--- src/sv/uvs_pkg.sv ---
`default_nettype none
package uvs_pkg;

	// build-time defaults and fixed formats
	localparam int ANGLE_BITS_DEF = 16;
	localparam int COUNT_MAX = 255;
	localparam int CNT_W = 8;
	localparam int MIN_SECTORS = 3;
	localparam int MIN_STACKS = 2;
	localparam int TEX_BITS = 16;
	localparam int SIN_LAT = 8;
	localparam int QUEUE_DEPTH = 4;

	// sine polynomial coefficients, unsigned Q30
	localparam logic [30:0] SIN_C1 = 31'd1686629713;
	localparam logic [30:0] SIN_C3 = 31'd693598668;
	localparam logic [30:0] SIN_C5 = 31'd85569306;
	localparam logic [30:0] SIN_C7 = 31'd5026990;
	localparam logic [30:0] SIN_C9 = 31'd172272;

	// register indexes
	typedef enum logic [1:0] {
		REG_RADIUS  = 2'd0,
		REG_SECTORS = 2'd1,
		REG_STACKS  = 2'd2
	} reg_idx_t;

	typedef struct packed {
		logic [15:0] radius_q8_8;
		logic [7:0]  num_sectors;
		logic [7:0]  num_stacks;
	} cfg_t;

	typedef struct packed {
		logic [7:0] row;
		logic [7:0] col;
	} req_t;

	typedef struct packed {
		logic signed [15:0] pos_x;
		logic signed [15:0] pos_y;
		logic signed [15:0] pos_z;
		logic signed [15:0] norm_x;
		logic signed [15:0] norm_y;
		logic signed [15:0] norm_z;
		logic [16:0]        tex_s;
		logic [16:0]        tex_t;
		logic [16:0]        upper_index;
		logic [16:0]        lower_index;
		logic               upper_tri_valid;
		logic               lower_tri_valid;
	} rsp_t;

	// fields settled by the front and carried past the trig pipeline
	typedef struct packed {
		logic [16:0] tex_s;
		logic [16:0] tex_t;
		logic [16:0] upper_index;
		logic [16:0] lower_index;
		logic        upper_tri_valid;
		logic        lower_tri_valid;
	} side_t;

endpackage
`default_nettype wire

--- src/sv/uvs_div.sv ---
`default_nettype none
// pipelined restoring divider: round((num << SHIFT) / den), one quotient bit per stage
module uvs_div #(
	parameter int SHIFT = 16,
	parameter int STAGES = 17
) (
	input wire logic clk,
	input wire logic en,
	input wire logic [uvs_pkg::CNT_W-1:0] num,
	input wire logic [uvs_pkg::CNT_W-1:0] den,
	output logic [SHIFT:0] quo
);

	localparam int W = uvs_pkg::CNT_W;
	localparam int PAD = STAGES - SHIFT - 1;

	logic [SHIFT-1:0] low_bits;
	logic [W-1:0]   rem_q [STAGES];
	logic [SHIFT:0] quo_q [STAGES];

	// rounding term den/2 sits in the low dividend bits
	assign low_bits = SHIFT'(den >> 1);

	for (genvar k = 0; k < STAGES; k++) begin : g_stage
		logic [W-1:0]   rem_in;
		logic [SHIFT:0] quo_in;
		logic [W:0]     trial;
		logic           ge;

		if (k == 0) begin : g_first
			assign rem_in = num;
			assign quo_in = '0;
		end else begin : g_next
			assign rem_in = rem_q[k-1];
			assign quo_in = quo_q[k-1];
		end

		// delay stages, then the top step, then one dividend bit per stage
		if (k < PAD) begin : g_pad
			assign trial = {1'b0, rem_in};
			assign ge = 1'b0;
		end else if (k == PAD) begin : g_top
			assign trial = {1'b0, rem_in};
			assign ge = (trial >= {1'b0, den});
		end else begin : g_bit
			assign trial = {rem_in, low_bits[SHIFT-(k-PAD)]};
			assign ge = (trial >= {1'b0, den});
		end

		always_ff @(posedge clk) begin
			if (en) begin
				rem_q[k] <= ge ? W'(trial - {1'b0, den}) : W'(trial);
				quo_q[k] <= {quo_in[SHIFT-1:0], ge};
			end
		end
	end

	assign quo = quo_q[STAGES-1];

endmodule
`default_nettype wire

--- src/sv/uvs_front.sv ---
`default_nettype none
// front: clamps the grid point, forms indices and flags, divides out the phases and texture coordinates
module uvs_front #(
	parameter int ANGLE_BITS = uvs_pkg::ANGLE_BITS_DEF
) (
	input wire logic clk,
	input wire logic arst_n,
	input wire uvs_pkg::cfg_t cfg,
	input wire logic push,
	output logic full,
	input wire uvs_pkg::req_t req,
	input wire logic q_full,
	output logic q_push,
	output logic [ANGLE_BITS-1:0] q_theta,
	output logic [ANGLE_BITS-1:0] q_phi,
	output uvs_pkg::side_t q_side
);

	localparam int STAGES =
		(ANGLE_BITS > uvs_pkg::TEX_BITS ? ANGLE_BITS : uvs_pkg::TEX_BITS) + 1;

	logic en, take;
	logic [STAGES-1:0] vld_q;
	uvs_pkg::side_t side_q [STAGES];
	uvs_pkg::side_t side_new;
	logic [7:0] row_sat, col_sat;
	logic [8:0] secs1;
	logic [16:0] row_base, upper, lower;
	logic quad_ok;
	logic [ANGLE_BITS-1:0] theta_quo;
	logic [ANGLE_BITS:0] phi_quo;
	logic [uvs_pkg::TEX_BITS:0] tex_s_quo, tex_t_quo;

	// whole pipeline holds while its last request waits on a full queue
	assign en = !(vld_q[STAGES-1] && q_full);
	assign full = !en;
	assign take = push && en;

	// saturate row and column to the counts
	assign row_sat = (req.row > cfg.num_stacks) ? cfg.num_stacks : req.row;
	assign col_sat = (req.col > cfg.num_sectors) ? cfg.num_sectors : req.col;

	// vertex indices and triangle flags
	assign secs1 = {1'b0, cfg.num_sectors} + 9'd1;
	assign row_base = 17'(row_sat) * 17'(secs1);
	assign upper = row_base + {9'b0, col_sat};
	assign lower = upper + {8'b0, secs1};
	assign quad_ok = (row_sat < cfg.num_stacks) && (col_sat < cfg.num_sectors);

	always_comb begin
		side_new = '0;
		side_new.upper_index = upper;
		side_new.lower_index = lower;
		side_new.upper_tri_valid = quad_ok && (row_sat != 8'd0);
		side_new.lower_tri_valid = quad_ok && (row_sat != (cfg.num_stacks - 8'd1));
	end

	// valid flags
	always_ff @(posedge clk or negedge arst_n) begin
		if (!arst_n) begin
			vld_q <= '0;
		end else if (en) begin
			vld_q <= {vld_q[STAGES-2:0], take};
		end
	end

	// side fields ride along with the dividers
	always_ff @(posedge clk) begin
		if (en) begin
			side_q[0] <= side_new;
			for (int k = 1; k < STAGES; k++) begin
				side_q[k] <= side_q[k-1];
			end
		end
	end

	// polar and azimuth phases, texture coordinates
	uvs_div #(.SHIFT(ANGLE_BITS - 1), .STAGES(STAGES)) u_div_theta (
		.clk(clk), .en(en), .num(row_sat), .den(cfg.num_stacks), .quo(theta_quo)
	);
	uvs_div #(.SHIFT(ANGLE_BITS), .STAGES(STAGES)) u_div_phi (
		.clk(clk), .en(en), .num(col_sat), .den(cfg.num_sectors), .quo(phi_quo)
	);
	uvs_div #(.SHIFT(uvs_pkg::TEX_BITS), .STAGES(STAGES)) u_div_tex_s (
		.clk(clk), .en(en), .num(col_sat), .den(cfg.num_sectors), .quo(tex_s_quo)
	);
	uvs_div #(.SHIFT(uvs_pkg::TEX_BITS), .STAGES(STAGES)) u_div_tex_t (
		.clk(clk), .en(en), .num(row_sat), .den(cfg.num_stacks), .quo(tex_t_quo)
	);

	assign q_push = en && vld_q[STAGES-1];
	assign q_theta = theta_quo;
	assign q_phi = phi_quo[ANGLE_BITS-1:0];

	always_comb begin
		q_side = side_q[STAGES-1];
		q_side.tex_s = tex_s_quo;
		q_side.tex_t = tex_t_quo;
	end

endmodule
`default_nettype wire

--- config.mk ---
export PLATFORM = sky130hd
export DESIGN_NAME = uvs_front
export DESIGN_NICKNAME = d
export VERILOG_FILES = /design/src/sv/uvs_pkg.sv /design/src/sv/uvs_div.sv /design/src/sv/uvs_front.sv
export SDC_FILE = /design/constraint.sdc
export NUM_CORES = 2
export LEC_CHECK = 0
export BUFFER_PORTS_ARGS = -buffer_cell sky130_fd_sc_hd__buf_2
export CAP_MARGIN = 15
export CELL_PAD_IN_SITES_DETAIL_PLACEMENT = 0
export CELL_PAD_IN_SITES_GLOBAL_PLACEMENT = 2
export CORE_MARGIN = 2
export CORE_UTILIZATION = 42
export DETAILED_ROUTE_END_ITERATION = 16
export GPL_ROUTABILITY_DRIVEN = 0
export HOLD_SLACK_MARGIN = 0.15
export PLACE_DENSITY_LB_ADDON = 0.1
export SYNTH_ARGS = -nofsm -noshare
export SYNTH_HDL_FRONTEND = slang
export SYNTH_HIERARCHICAL = 1
export SYNTH_SLANG_ARGS = --single-unit
--- constraint.sdc ---
create_clock -name clk -period 55.5 [get_ports clk]
set_clock_uncertainty 0.2 [all_clocks]
set_input_delay 5.55 -clock clk [delete_from_list [all_inputs] [get_ports clk]]
set_output_delay 5.55 -clock clk [all_outputs]
set_load 0.05 [all_outputs]
==> results.yml <==
pwr:
  power_density_mw_per_mm2: 63.8
  leakage_nw: 36.4
  power_frac_comb_pct: 38.0
  p_int_mw: 4.02
  swShare_pct: 33.5
  clock_power_share_pct: 20.1
  total_power_mw: 6.05
  p_sw_mw: 2.02
  peakVddDrop_v: 0.0000358
  power.share.sequential_pct: 41.9
routing:
  dr_wl_met3_mm: 4.38
  highest_layer: "met5"
  wl_per_cell_um: 17.7
  wl_mm: 161
  vias: 46796
  m1WireLength_mm: 77.3
  remaining_drc_errors: 0
  drt-initial-drc-count: 2639
  wl_met2_mm: 75.1
  avgViaCountPerCell: 5.15
  drtPass1Iterations: 5
  ant_nets: 0
global_route:
  grt_max_degree: 198
  grt_pass1_wl_mm: 255
  grt.total_usage_pct: 15.6
  antenna_found_initial: 15
  grt_pass1_vias: 46485
  grt_overflow: 0
floorplanning:
  die_h_um: 453
  dieArea_mm2: 0.205
  start_util_pct: 42.3
  pin_count: 156
  die_x_um: 453
  core_mm2: 0.200
  std_cell_rows: 164
timing:
  min_period_ns: 13.02
  rsz0062_at_grt: "false"
  period_share_pct: 23.5
  slew_headroom_pct: 28.0
  setup_violations: 0
  timing.final.max_slew_violations: 0
  worst_slew_pin_slew_ns: 1.08
  setup_tns_ns: 0
  max_freq_mhz: 76.8
  hold_viol_final: 0
logic_synthesis:
  yosys_warnings: 6
  netlist_area_mm2: 0.0846
  synth_nets: 6746
  syn_area_per_cell_um2: 14.2
  synthCells: 5964
critical_path:
  cpLargestDelayFamily: "adder cells"
  crit_fanout: 19
  critPathMaxStageDelay_ns: 0.75
  crit_type: "primary input to flip-flop"
  cp_num_buf_inv: 6
  reg2reg_setup_slack_ns: 50.36
  reg2reg_from: "vld_q[16]$_DFFE_PN0N_"
  cp_slowest_cell: "a21oi_2"
  cpMostUsedCell: "inv_1"
  cp-start-kind: "primary input"
  cp.required_ns: 55.86
  r2r-end: "u_div_tex_t/rem_q[0][92]$_DFFE_PP_"
  reg2regPathDepth: 5
  cp.arrival_ns: 13.37
  critPathCaptureType: "flip-flop"
min_path:
  min_path_cells: 0
  hold_path_class: "flip-flop to flip-flop"
  hp-start: "u_div_tex_s/quo_q[0][162]$_DFFE_PP_"
  hold_end: "u_div_tex_s/quo_q[0][180]$_DFFE_PP_"
final_layout:
  final_cell_mix: "edfxtp_1 (1702), ha_1 (616), inv_1 (338)"
  final_util_pct: 47.4
  drive_above_1_share_pct: 13.8
  area_delta_synth_final_pct: 12.0
  layout_commonest_cell: "edfxtp_1"
  fillerInstances: 17603
  fin_area_mm2: 0.0947
  fin_cells: 9087
  layout.nets: 7054
run:
  maxCapViolations: 0
cts:
  clock-sinks: 1719
  cts-hold-fix-buffers: 0
  h-tree-depth: 4
  root_buffer: "clkbuf_16"
  cts_tree: "done"
  post_cts_buffers: 0
  cts_buffers: 188
  path_clk_slew_ns: 0.06
  cts_resized: 0
  clock_latency_ns: 0.83
  clock_path_buffers: 3
placed_design:
  dp_cells: 8738
  dpl_cell_area_mm2: 0.0886
  hpwl_mm: 104
  io_buffer_count: 139
run_status:
  outcome: "completed"
-- layout make-up --
cell class / instances / area (µm²) / area share (%)
Multi-Input combinational cell: 3826 / 31300 / 33.0
Tap cell: 2656 / 3320 / 3.51
Antenna cell: 6 / 15.0 / 0.0159
Clock inverter: 116 / 1220 / 1.28
Inverter: 344 / 1290 / 1.36
Timing Repair Buffer: 193 / 1180 / 1.25
Sequential cell: 1719 / 51500 / 54.4
Clock buffer: 227 / 4870 / 5.14
-- registers in the layout, summed over array words and instances (netlist names) --
signal,flops
side_q,612
u_div_tex_s/quo_q,153
u_div_tex_t/quo_q,153
u_div_phi/quo_q,136
u_div_theta/quo_q,136
u_div_phi/rem_q,128
u_div_tex_s/rem_q,128
u_div_tex_t/rem_q,128
u_div_theta/rem_q,128
vld_q,17
-- per-layer routing --
layer  vias to the layer above  GRT usage (%)
li1                      23454              -
met1                     22604           21.5
met3                       243           2.41
met4                         2           5.26
met5                         -              0
met2                       493           25.3
-- power groups by stage --
stage               logic, mW  clock network, mW  registers, mW
floorplan                1.80                  0           2.87
global placement         2.29                  0           2.55
detailed placement       2.30                  0           2.56
CTS                      2.32               1.27           2.54
global route             2.58               1.32           2.60
finish                   2.30               1.22           2.53
-- worst max path at each step --
| stage | startpoint | end | cells after the start |
|---|---|---|---|
| after floorplan | q_full | full | 3 |
| after global placement | cfg[1] | side_q[0][17]$_DFFE_PN_ | 27 |
| after detailed placement | cfg[1] | side_q[0][17]$_DFFE_PN_ | 27 |
| after CTS | cfg[1] | side_q[0][17]$_DFFE_PN_ | 27 |
| after global routing | cfg[1] | side_q[0][17]$_DFFE_PN_ | 27 |
| final | cfg[1] | side_q[0][17]$_DFFE_PN_ | 27 |
-- through the flow --
stage	setup WS (ns)	hold WS (ns)
after CTS	42.46	0.153
after global placement	41.52	0.200
after floorplan	16.12	0.200
after global routing	42.03	0.174
after detailed placement	41.55	0.205
final	42.48	0.158
(Power assumes the default switching activity.)
