===== config.mk =====
export PLATFORM = sky130hd
export DESIGN_NAME = uvs_fifo
export DESIGN_NICKNAME = d
export VERILOG_FILES = /design/src/sv/uvs_fifo.sv
export SDC_FILE = /design/constraint.sdc
export NUM_CORES = 1
export LEC_CHECK = 0
export BUFFER_PORTS_ARGS = -buffer_cell sky130_fd_sc_hd__buf_2
export CAP_MARGIN = 20
export CORE_UTILIZATION = 55
export DETAILED_ROUTE_END_ITERATION = 8
export PLACE_DENSITY = 0.77
export SLEW_MARGIN = 10
export SYNTH_ARGS = -nofsm -noshare
export SYNTH_HDL_FRONTEND = slang
export SYNTH_SLANG_ARGS = --single-unit

===== constraint.sdc =====
create_clock -name clk -period 3.1 [get_ports clk]
set_clock_uncertainty 0.15 [all_clocks]
set_input_delay 0.31 -clock clk [delete_from_list [all_inputs] [get_ports clk]]
set_output_delay 0.31 -clock clk [all_outputs]
set_load 0.03 [all_outputs]

===== src/sv/uvs_fifo.sv =====
`default_nettype none
// small show-ahead queue in flops
module uvs_fifo #(
	parameter int WIDTH = 8,
	parameter int DEPTH = 4
) (
	input wire logic clk,
	input wire logic arst_n,
	input wire logic push,
	input wire logic [WIDTH-1:0] wdata,
	input wire logic pop,
	output logic [WIDTH-1:0] rdata,
	output logic empty,
	output logic full
);

	localparam int PW = $clog2(DEPTH);
	localparam int CW = $clog2(DEPTH + 1);

	logic [WIDTH-1:0] mem_q [DEPTH];
	logic [PW-1:0] wr_q, rd_q;
	logic [CW-1:0] cnt_q;
	logic do_push, do_pop;

	assign empty = (cnt_q == '0);
	assign full = (cnt_q == CW'(DEPTH));
	assign do_push = push && !full;
	assign do_pop = pop && !empty;
	assign rdata = mem_q[rd_q];

	// storage
	always_ff @(posedge clk) begin
		if (do_push) begin
			mem_q[wr_q] <= wdata;
		end
	end

	// pointers and fill count
	always_ff @(posedge clk or negedge arst_n) begin
		if (!arst_n) begin
			wr_q <= '0;
			rd_q <= '0;
			cnt_q <= '0;
		end else begin
			if (do_push) begin
				wr_q <= (wr_q == PW'(DEPTH - 1)) ? '0 : wr_q + 1'b1;
			end
			if (do_pop) begin
				rd_q <= (rd_q == PW'(DEPTH - 1)) ? '0 : rd_q + 1'b1;
			end
			case ({do_push, do_pop})
				2'b10: cnt_q <= cnt_q + 1'b1;
				2'b01: cnt_q <= cnt_q - 1'b1;
				default: cnt_q <= cnt_q;
			endcase
		end
	end

endmodule
`default_nettype wire


==> out/results.ini, run 1 <==
[worst_setup_path]
worstSetupEndpointType = flip-flop
ff2ff_setup_slack_ns = 0.75
crit_type = reg -> reg
worstPathArrival_ns = 2.44
crit_path_start_kind = flip-flop
cp.required_ns = 3.20
path_max_fanout = 6

[clock_tree]
clock_latency_ns = 0.32
h-tree-depth = 2
cts_root_buf = clkbuf_4
cts_made_buffers = 5
cts_tree = built
post_cts_buffers = 0
clock-sinks = 39
cts.path.max_buffers = 2
cts_resized = 0
clk_pin_slew_worst_paths_ns = 0.11

[global_routing]
grt_pass1_wl_mm = 4.06
grt_max_degree = 12
grt_pass1_vias = 878
antenna_found_initial = 0
grt.total_usage = 0.185
overflow = 0

[cells_and_area]
fin_nets = 129
fill_cells = 203
mostFrequentLayoutCell = edfxtp_1
drive_gt1_frac = 0.405
areaGrowthSynthToFinish_pct = 12.1
multi_input_area_um2 = 437
diodes = 0
layout_common_cells = 32 x edfxtp_1, 21 x buf_2, 8 x inv_1, 8 x mux4_2, 7 x dfrtp_1
seq_area_um2 = 1140

[sta]
hold_viol_final = 0
fmax_ghz = 0.426
tns_ns = 0
finalSetupViolCount = 0
rsz0062_at_grt = false
timing.final.crit_share = 0.757
min_period_ns = 2.35
tightest_slew_ns = 0.576
slew_violations = 0
finalHoldWorstSlack_ns = 0.0436
slew_headroom = 0.616

[power]
powerDensity_nw_per_um2 = 959
peakVddDrop_mv = 0.656
power_uw = 1730
power_leakage_uw = 0.000722

[floorplanning]
core-area_um2 = 2760
ios = 22
die_h_um = 56.1
row_count = 19
start_util = 0.584
die_x_um = 56.1
die_area_um2 = 3150

[yosys]
synthesis.area_um2 = 1610
synth_cells = 83
ys_warn_count = 0
syn_nets = 102
syn_avg_cell_area_um2 = 19.4
synth-seq-cells = 39
seq_area_frac_synth = 0.705
ys_top_cells_by_area = edfxtp_1 60%, mux4_2 11%, dfrtp_1 11%
synth_top_area_share = 0.596
synth_top_area_cell = edfxtp_1
ys_types = 19

[route]
firstDrtPassIters = 3
routed_wl_mm = 2.46
drt_iter0_drc = 4
drc = 0
wire_per_inst_um = 17.3
viasPerCell = 5.43
ant_nets = 0
vias = 771

[place]
dpl.hpwl_mm = 1.75
io_buffers = 21
gp_congestion = 0.723

[min_path]
hold_path.class = in -> reg

[status]
status = finished, final reports clean

[flow_run]
max-cap-violations = 0

-- kinds of logic (layout without fill, tap and decap cells) --
group | after synthesis | in the layout | share of synthesized area
and+or+nand+nor | 11 | 11 | 0.0450
buffers and inverters | 10 | 38 | 0.0241
muxes | 13 | 13 | 0.151
adders and majority gates | 7 | 7 | 0.0590
DFF | 39 | 39 | 0.705
xor gates and xnor gates | 3 | 3 | 0.0163
-- power by group --
part	switching (µW)	leakage, µW	internal, µW
Sequential	115	0.000375	709
Clock	146	0.0000293	88.5
Combinational	372	0.000318	303
Total	633	0.000722	1100
-- metrics by stage --
stage	setup slack, ns	area [µm²]	std cells	utilization
CTS	0.739	1810	142	0.655
global placement	0.845	1750	133	0.633
global route	0.650	1810	142	0.655
detailed placement	0.747	1750	133	0.633
finish	0.754	1810	142	0.655
floorplan	0.652	1610	83	-
-- registers in the layout (all words and copies together) (netlist names) --
register and flops:
wr_q 2, mem_q 32, cnt_q 3, rd_q 2
-- routing by layer --
layer	vias up	global-route usage	share of wire
li1	365	-	-
met1	389	0.213	0.42
met2	13	0.323	0.53
met3	4	0.0558	0.033
met4	0	0.0732	0.015
met5	-	0	0
-- cells in the mapped netlist, drive strengths merged --
cell type,count
fa,1
edfxtp,32
mux2i,1
inv,8
buf,2
and3,4
mux2,4
nand2b,1
nor2,3
dfrtp,7
or3b,1
and2,1
ha,6
mux4,8
nor3,1
xnor2,1
xor2,2
-- path summary, 6_finish.rpt --
path | startpoint | end | cells past startpoint
worst max-delay path | cnt_q[0] | cnt_q[2] | 9
worst min-delay path | wdata[7] | mem_q[0][7] | 1
worst max register to register | cnt_q[0] | cnt_q[2] | 9
worst min register to register | cnt_q[2] | cnt_q[2] | 1
max in group asynchronous | arst_n | cnt_q[1] | 2
min in group asynchronous | arst_n | cnt_q[0] | 2
-- critical path, cell delays in order (launching register included) --
cell and delay [ns]:
dfrtp_1 0.43, or3b_4 0.44, and2_4 0.19, inv_1 0.05, ha_1 0.17, inv_1 0.06
fa_1 0.37, xor2_1 0.15, nor2_1 0.11, xor2_1 0.16
-- layout make-up --
type	instances	share of cell area
repair buffers	22	0.0637
well taps	31	0.0215
flip-flops and latches	39	0.629
multi-input cells	34	0.242
clock buffers	7	0.0249
inverters	8	0.0166
clock inverters	1	0.00277
-- timing repair --
action                                 4_1_cts  5_1_grt
endpoints found under the hold margin        7        0
setup endpoints to repair                    0        0
hold buffers                                 1        0
(Power assumes the default switching activity.)
==> inputs of run 2 (changes only) <==
--- a/config.mk
+++ b/config.mk
@@ -7,9 +7,9 @@
 export LEC_CHECK = 0
 export BUFFER_PORTS_ARGS = -buffer_cell sky130_fd_sc_hd__buf_2
 export CAP_MARGIN = 20
-export CORE_UTILIZATION = 55
+export CORE_UTILIZATION = 50
 export DETAILED_ROUTE_END_ITERATION = 8
-export PLACE_DENSITY = 0.77
+export PLACE_DENSITY = 0.74
 export SLEW_MARGIN = 10
 export SYNTH_ARGS = -nofsm -noshare
 export SYNTH_HDL_FRONTEND = slang
==> constraint.sdc (replaced) <==
create_clock -name clk -period 1.9 [get_ports clk]
set_clock_uncertainty 0.15 [all_clocks]
set_input_delay 0.19 -clock clk [delete_from_list [all_inputs] [get_ports clk]]
set_output_delay 0.19 -clock clk [all_outputs]
set_load 0.03 [all_outputs]
==> out/results.ini, run 2 (synthesized netlist as in run 1, its figures left out) <==
[global_routing]
grt_pass1_vias = 949  ; +8.1%
use_met1 = 0.206  ; -0.00652
grt.total_usage = 0.189  ; +0.00375
grt_pass1_wl_mm = 4.46  ; +9.7%
grt_max_degree = 12  ; unchanged
top_usage_layer = met2
globalRouteMet3Util = 0.0462  ; -0.00966
met2_usage = 0.346  ; +0.0226
overflow = 0  ; unchanged
antenna_found_initial = 0  ; unchanged

[route]
routed_wl_mm = 2.70  ; +10%
ant_nets = 0  ; unchanged
firstDrtPassIters = 4  ; +1
viasPerCell = 4.97  ; -8.4%
vias = 865  ; +12%
drc = 0  ; unchanged
drt_iter0_drc = 27  ; +23
wire_per_inst_um = 15.5  ; -10%

[place]
gp_congestion = 0.722  ; -0.22%
dpl.hpwl_mm = 1.82  ; +3.6%
post_dp_cell_area_um2 = 1860  ; +6.3%
io_buffers = 21  ; unchanged
dp.cells = 155  ; +17%

[cells_and_area]
areaGrowthSynthToFinish_pct = 28.7
fin_cells = 174  ; +23%
final_area_um2 = 2070  ; +15%
largest_register_ffs = 32  ; unchanged
drive_gt1_frac = 0.469  ; +0.0638
fin_nets = 148  ; +15%
mostFrequentLayoutCell = edfxtp_1
fill_cells = 225  ; +11%
diodes = 0  ; unchanged
layout_common_cells = 32 x edfxtp_1, 12 x buf_2, 10 x buf_4, 10 x buf_6, 9 x dlygate4sd3_1
regMostFlops = mem_q
reg_top3 = mem_q: 32 flops, cnt_q: 3 flops

[worst_setup_path]
worstSetupEndpointType = flip-flop
cp.required_ns = 2.02  ; -1.18 ns
crit_path_start_kind = flip-flop
rr_worst_depth = 9  ; unchanged
path_max_fanout = 2  ; -4
ff2ff_setup_slack_ns = -0.21  ; -0.97 ns
worstPathArrival_ns = 2.24  ; -0.20 ns
r2r_start = cnt_q[0]
crit_start = cnt_q[0]
crit_type = reg -> reg
worstReg2RegEnd = cnt_q[2]

[floorplanning]
die_area_um2 = 3450  ; +9.6%
die_x_um = 58.8  ; +4.7%
ios = 22  ; unchanged
row_count = 20  ; +1
core-area_um2 = 3050  ; +11%
start_util = 0.528  ; -0.0565
die_h_um = 58.8  ; +4.7%

[power]
powerDensity_nw_per_um2 = 1560  ; +62%
power_uw = 3230  ; +86%
power_leakage_uw = 0.000830  ; +15%
peakVddDrop_mv = 0.789  ; +20%

[clock_tree]
cts_root_buf = clkbuf_4
clock-sinks = 39  ; unchanged
cts.path.max_buffers = 2  ; unchanged
clock_latency_ns = 0.34  ; +0.02 ns
cts_made_buffers = 5  ; unchanged
cts_tree = built
clk_pin_slew_worst_paths_ns = 0.11  ; about the same
h-tree-depth = 2  ; unchanged

[sta]
hold_viol_final = 0  ; unchanged
slew_headroom = 0.719  ; +0.103
finalSetupViolCount = 8  ; +8
slew_violations = 0  ; unchanged
tightest_slew_ns = 0.421  ; -0.155 ns
fmax_ghz = 0.473  ; +11%
fin_ws_ns = -0.213  ; -0.967 ns
rsz0062_at_grt = true
finalHoldWorstSlack_ns = 0.0577  ; +0.0141 ns
timing.final.crit_share = 1.11  ; +0.355
min_period_ns = 2.11  ; -0.233 ns

[flow_run]
max-cap-violations = 0  ; unchanged

[min_path]
hold_path.class = in -> async

[status]
status = finished, violations left
violations = negative setup slack

[run 2: changes by cell type in the layout (fill, tap and decap cells not counted), moves of 2 or more]
| cell | change |
|---|---|
| buf_6 | +10 |
| dlygate4sd3_1 | +8 |
| buf_4 | +10 |
| inv_1 | -2 |
| buf_2 | -9 |
[run 2: worst max-delay path by stage]
| stage | cells after the start | slack [ns] | end |
|---|---|---|---|
| floorplan | 9 | -0.25 | cnt_q[2] |
| global placement | 9 | -0.17 | cnt_q[2] |
| detailed placement | 9 | -0.24 | cnt_q[2] |
| CTS | 9 | -0.22 | cnt_q[2] |
| global route | 9 | -0.28 | cnt_q[2] |
| finish | 9 | -0.21 | cnt_q[2] |
[run 2: per-stage QoR]
step	utilization	worst slack, ns	TNS, ns
6_report	0.680	-0.213	-0.463
3_3_place_gp	0.608	-0.168	-0.212
2_1_floorplan	-	-0.248	-0.372
4_1_cts	0.674	-0.223	-0.503
3_5_place_dp	0.608	-0.241	-0.338
5_1_grt	0.680	-0.281	-0.975
[run 2: timing repair]
item | CTS | global route
pin swaps | 4 | 0
buffers inserted | 1 | 1
hold endpoints to repair | 39 | 0
hold buffers | 9 | 0
resized for setup | 17 | 4
setup endpoints to repair | 9 | 11
[run 2: where the power goes]
part | leakage, µW | switching (µW) | internal (µW)
Combinational | 0.000426 | 756 | 795
Sequential | 0.000375 | 120 | 1160
Clock | 0.0000293 | 255 | 144
Total | 0.000830 | 1130 | 2100
[run 2: routing by layer]
layer / up-vias / share of wire
li1: 408 / -
met1: 433 / 0.39
met2: 17 / 0.56
met3: 7 / 0.034
met4: 0 / 0.016
met5: - / 0
[run 2: area by class of cell]
class / count / area [µm²] / area share
clock buffers: 7 / 45.0 / 0.0217
clock inverters: 1 / 5.00 / 0.00241
inverters: 8 / 32.5 / 0.0157
multi-input cells: 34 / 463 / 0.223
flip-flops and latches: 39 / 1140 / 0.548
well taps: 44 / 55.1 / 0.0265
repair buffers: 41 / 338 / 0.163
[run 2: worst max-delay path: stages, from the launching register on]
cell	delay, ns
dfrtp_1	0.40
or3b_4	0.41
and2_4	0.16
inv_4	0.05
ha_4	0.12
inv_2	0.03
fa_2	0.33
xor2_1	0.15
nor2_1	0.11
xor2_1	0.14
==> inputs of run 3 (changes only) <==
--- a/config.mk
+++ b/config.mk
@@ -5,9 +5,10 @@
 export SDC_FILE = /design/constraint.sdc
 export NUM_CORES = 1
 export LEC_CHECK = 0
+export ABC_AREA = 1
 export BUFFER_PORTS_ARGS = -buffer_cell sky130_fd_sc_hd__buf_2
 export CAP_MARGIN = 20
-export CORE_UTILIZATION = 50
+export CORE_UTILIZATION = 51
 export DETAILED_ROUTE_END_ITERATION = 8
 export PLACE_DENSITY = 0.74
 export SLEW_MARGIN = 10
==> out/results.ini, run 3 <==
[yosys]
syn_nets = 173  ; +70%
yosys-top-cells-count = 38 x nand2_1, 32 x edfxtp_1, 32 x inv_1
ys_types = 16  ; -3
synth-seq-cells = 39  ; unchanged
ys_warn_count = 0  ; unchanged
synth_cells = 154  ; +86%
synth_top_area_cell = edfxtp_1
async_flop_share = 0.179  ; unchanged
synth_top_area_share = 0.542  ; -0.0547
synth_edf_count = 32  ; unchanged
syn_avg_cell_area_um2 = 11.5  ; -41%
synth-main-ff-cell = edfxtp_1
synthesis.area_um2 = 1770  ; +10%
seq_area_frac_synth = 0.640  ; -0.0646
yosysMostFrequentCell = nand2_1
ys_top_cells_by_area = edfxtp_1 54%, dfrtp_1 9.9%, nand2_1 8.0%

[status]
status = finished, final reports clean

[cells_and_area]
fin_nets = 218  ; +47%
mostFrequentLayoutCell = nand2_1
largest_register_ffs = 32  ; unchanged
drive_gt1_frac = 0.250  ; -0.219
diodes = 0  ; unchanged
fin_cells = 246  ; +41%
areaGrowthSynthToFinish_pct = 21.4
layout_common_cells = 37 x nand2_1, 32 x edfxtp_1, 28 x inv_1
final_area_um2 = 2150  ; +3.8%
fin_util = 0.645  ; -0.0342
reg_top3 = mem_q: 32 flops, cnt_q: 3 flops
regMostFlops = mem_q

[sta]
slew_violations = 0  ; unchanged
tightest_slew_ns = 0.303  ; -0.117 ns
hold_viol_final = 0  ; unchanged
slew_headroom = 0.798  ; +0.0781
timing.final.crit_share = 0.983  ; -0.129
fmax_ghz = 0.536  ; +13%
min_period_ns = 1.87  ; -0.246 ns
finalSetupViolCount = 0  ; -8
tns_ns = 0  ; +0.463 ns
rsz0062_at_grt = true

[floorplanning]
die_x_um = 61.0  ; +3.8%
ios = 22  ; unchanged
row_count = 21  ; +5.0%
die_h_um = 61.0  ; +3.8%
die_area_um2 = 3720  ; +7.7%
core-area_um2 = 3340  ; +9.3%
start_util = 0.532  ; +0.00381

[worst_setup_path]
cp_common_cell = nand2_1
worstReg2RegEnd = cnt_q[2]
cp.required_ns = 2.00  ; -0.02 ns
r2r_start = cnt_q[2]
crit_chain = inv_2 -> nand3_4 -> nand2_2 -> inv_1 -> ha_2 -> inv_2 -> fa_2 -> nand2_1 -> nand3_1 -> nand2_1 -> nand2_1
crit_type = reg -> reg
crit_start = cnt_q[2]
path_max_fanout = 4  ; +2
crit_end = cnt_q[2]
rr_worst_depth = 11  ; +2
worstPathArrival_ns = 1.97  ; -0.27 ns
crit_path_start_kind = flip-flop
worst_path_largest_cell_delay_ns = 0.43  ; +0.02 ns
worstSetupEndpointType = flip-flop
ff2ff_setup_slack_ns = 0.03  ; +0.25 ns
crit_path_top_delay_cell = dfrtp_1

[place]
dpl.hpwl_mm = 2.14  ; +18%
io_buffers = 21  ; unchanged
gp_congestion = 0.753  ; +4.4%
dp.cells = 223  ; +44%
post_dp_cell_area_um2 = 1930  ; +4.1%

[route]
wire_per_inst_um = 13.3  ; -15%
drc = 0  ; unchanged
ant_nets = 0  ; unchanged
firstDrtPassIters = 5  ; +1
vias = 1212  ; +40%
drt_iter0_drc = 35  ; +30%
routed_wl_mm = 3.26  ; +21%
viasPerCell = 4.93  ; -0.89%

[global_routing]
grt_pass1_vias = 1096  ; +15%
antenna_found_initial = 0  ; unchanged
grt_pass1_wl_mm = 4.85  ; +8.8%
grt.total_usage = 0.195  ; +0.00667
overflow = 0  ; unchanged
grt_max_degree = 36  ; +24

[power]
power_uw = 3260  ; +0.96%
power_leakage_uw = 0.000965  ; +16%
peakVddDrop_mv = 1.03  ; +31%
powerDensity_nw_per_um2 = 1510  ; -2.7%

[clock_tree]
clock-sinks = 39  ; unchanged
cts_root_buf = clkbuf_4
cts_tree = built
cts.path.max_buffers = 2  ; unchanged
clock_latency_ns = 0.35  ; about the same
h-tree-depth = 2  ; unchanged
cts_made_buffers = 5  ; unchanged
clk_pin_slew_worst_paths_ns = 0.11  ; about the same

[flow_run]
max-cap-violations = 0  ; unchanged

[min_path]
hold_path.class = in -> async

[run 3: changes by cell type after synthesis, sizes merged, moves of 4 or more]
cell / previous run / this run
o211ai: 0 / 16
mux4: 8 / 0
mux2: 4 / 0
inv: 8 / 32
nand3: 0 / 7
and3: 4 / 0
nand2: 0 / 39
[run 3: worst min-delay path by stage]
stage,startpoint,end,slack (ns),depth (start not counted)
after floorplan,arst_n,cnt_q[0],-0.26,0
after global placement,arst_n,cnt_q[0],-0.12,1
after detailed placement,arst_n,cnt_q[0],-0.11,1
after CTS,arst_n,cnt_q[2],0.03,2
after global routing,arst_n,cnt_q[2],0.04,2
final,arst_n,cnt_q[2],0.03,2
[run 3: critical path: cells and delay by family, from the launching register on]
| family | cells | cell delay (ns) |
|---|---|---|
| buffers and inverters | 3 | 0.21 |
| AND/OR/NAND/NOR | 6 | 0.47 |
| flip-flops | 1 | 0.43 |
| adder cells (fa/ha/maj) | 2 | 0.52 |
[run 3: cells by family after synthesis]
| logic type | count (synthesis) | share of synthesized area |
|---|---|---|
| fa+ha+maj | 7 | 0.0536 |
| simple gates | 53 | 0.128 |
| buf+inv | 37 | 0.0994 |
| xor+xnor | 1 | 0.00494 |
| compound gates | 17 | 0.0733 |
| flops | 39 | 0.640 |
[run 3: metal layers]
layer  vias up  global-route usage  part of all wire
li1        598                   -                 -
met1       581               0.223              0.43
met2        25               0.334              0.52
met3         8              0.0448             0.031
met4         0               0.117             0.021
met5         -                   0                 0
[run 3: where the power goes]
group | switching, µW | leakage [µW] | total [µW] | internal [µW]
Sequential | 93.3 | 0.000378 | 1240 | 1150
Clock | 256 | 0.0000293 | 400 | 144
Combinational | 1050 | 0.000558 | 1620 | 566
Total | 1400 | 0.000965 | 3260 | 1860
[run 3: cell type report]
class / instances / area, µm²
clock inverters: 1 / 5.00
well taps: 46 / 57.6
multi-input cells: 78 / 488
fillers: 264 / 1180
inverters: 32 / 120
repair buffers: 43 / 302
clock buffers: 7 / 45.0
flip-flops and latches: 39 / 1140
[run 3: repair_timing]
item                                   CTS  global route
buffers inserted                         1             3
pin swaps                                0             2
setup endpoints to repair                2             8
hold buffers                            11             0
gates resized for setup                  4             8
endpoints found under the hold margin   43             0
[run 3: stage by stage]
step	setup WS, ns	hold slack [ns]
3_5_place_dp	-0.0703	-0.115
3_3_place_gp	0.0564	-0.119
2_1_floorplan	0.0856	-0.256
5_1_grt	-0.0721	0.0434
4_1_cts	0.00311	0.0267
6_report	0.0326	0.0313
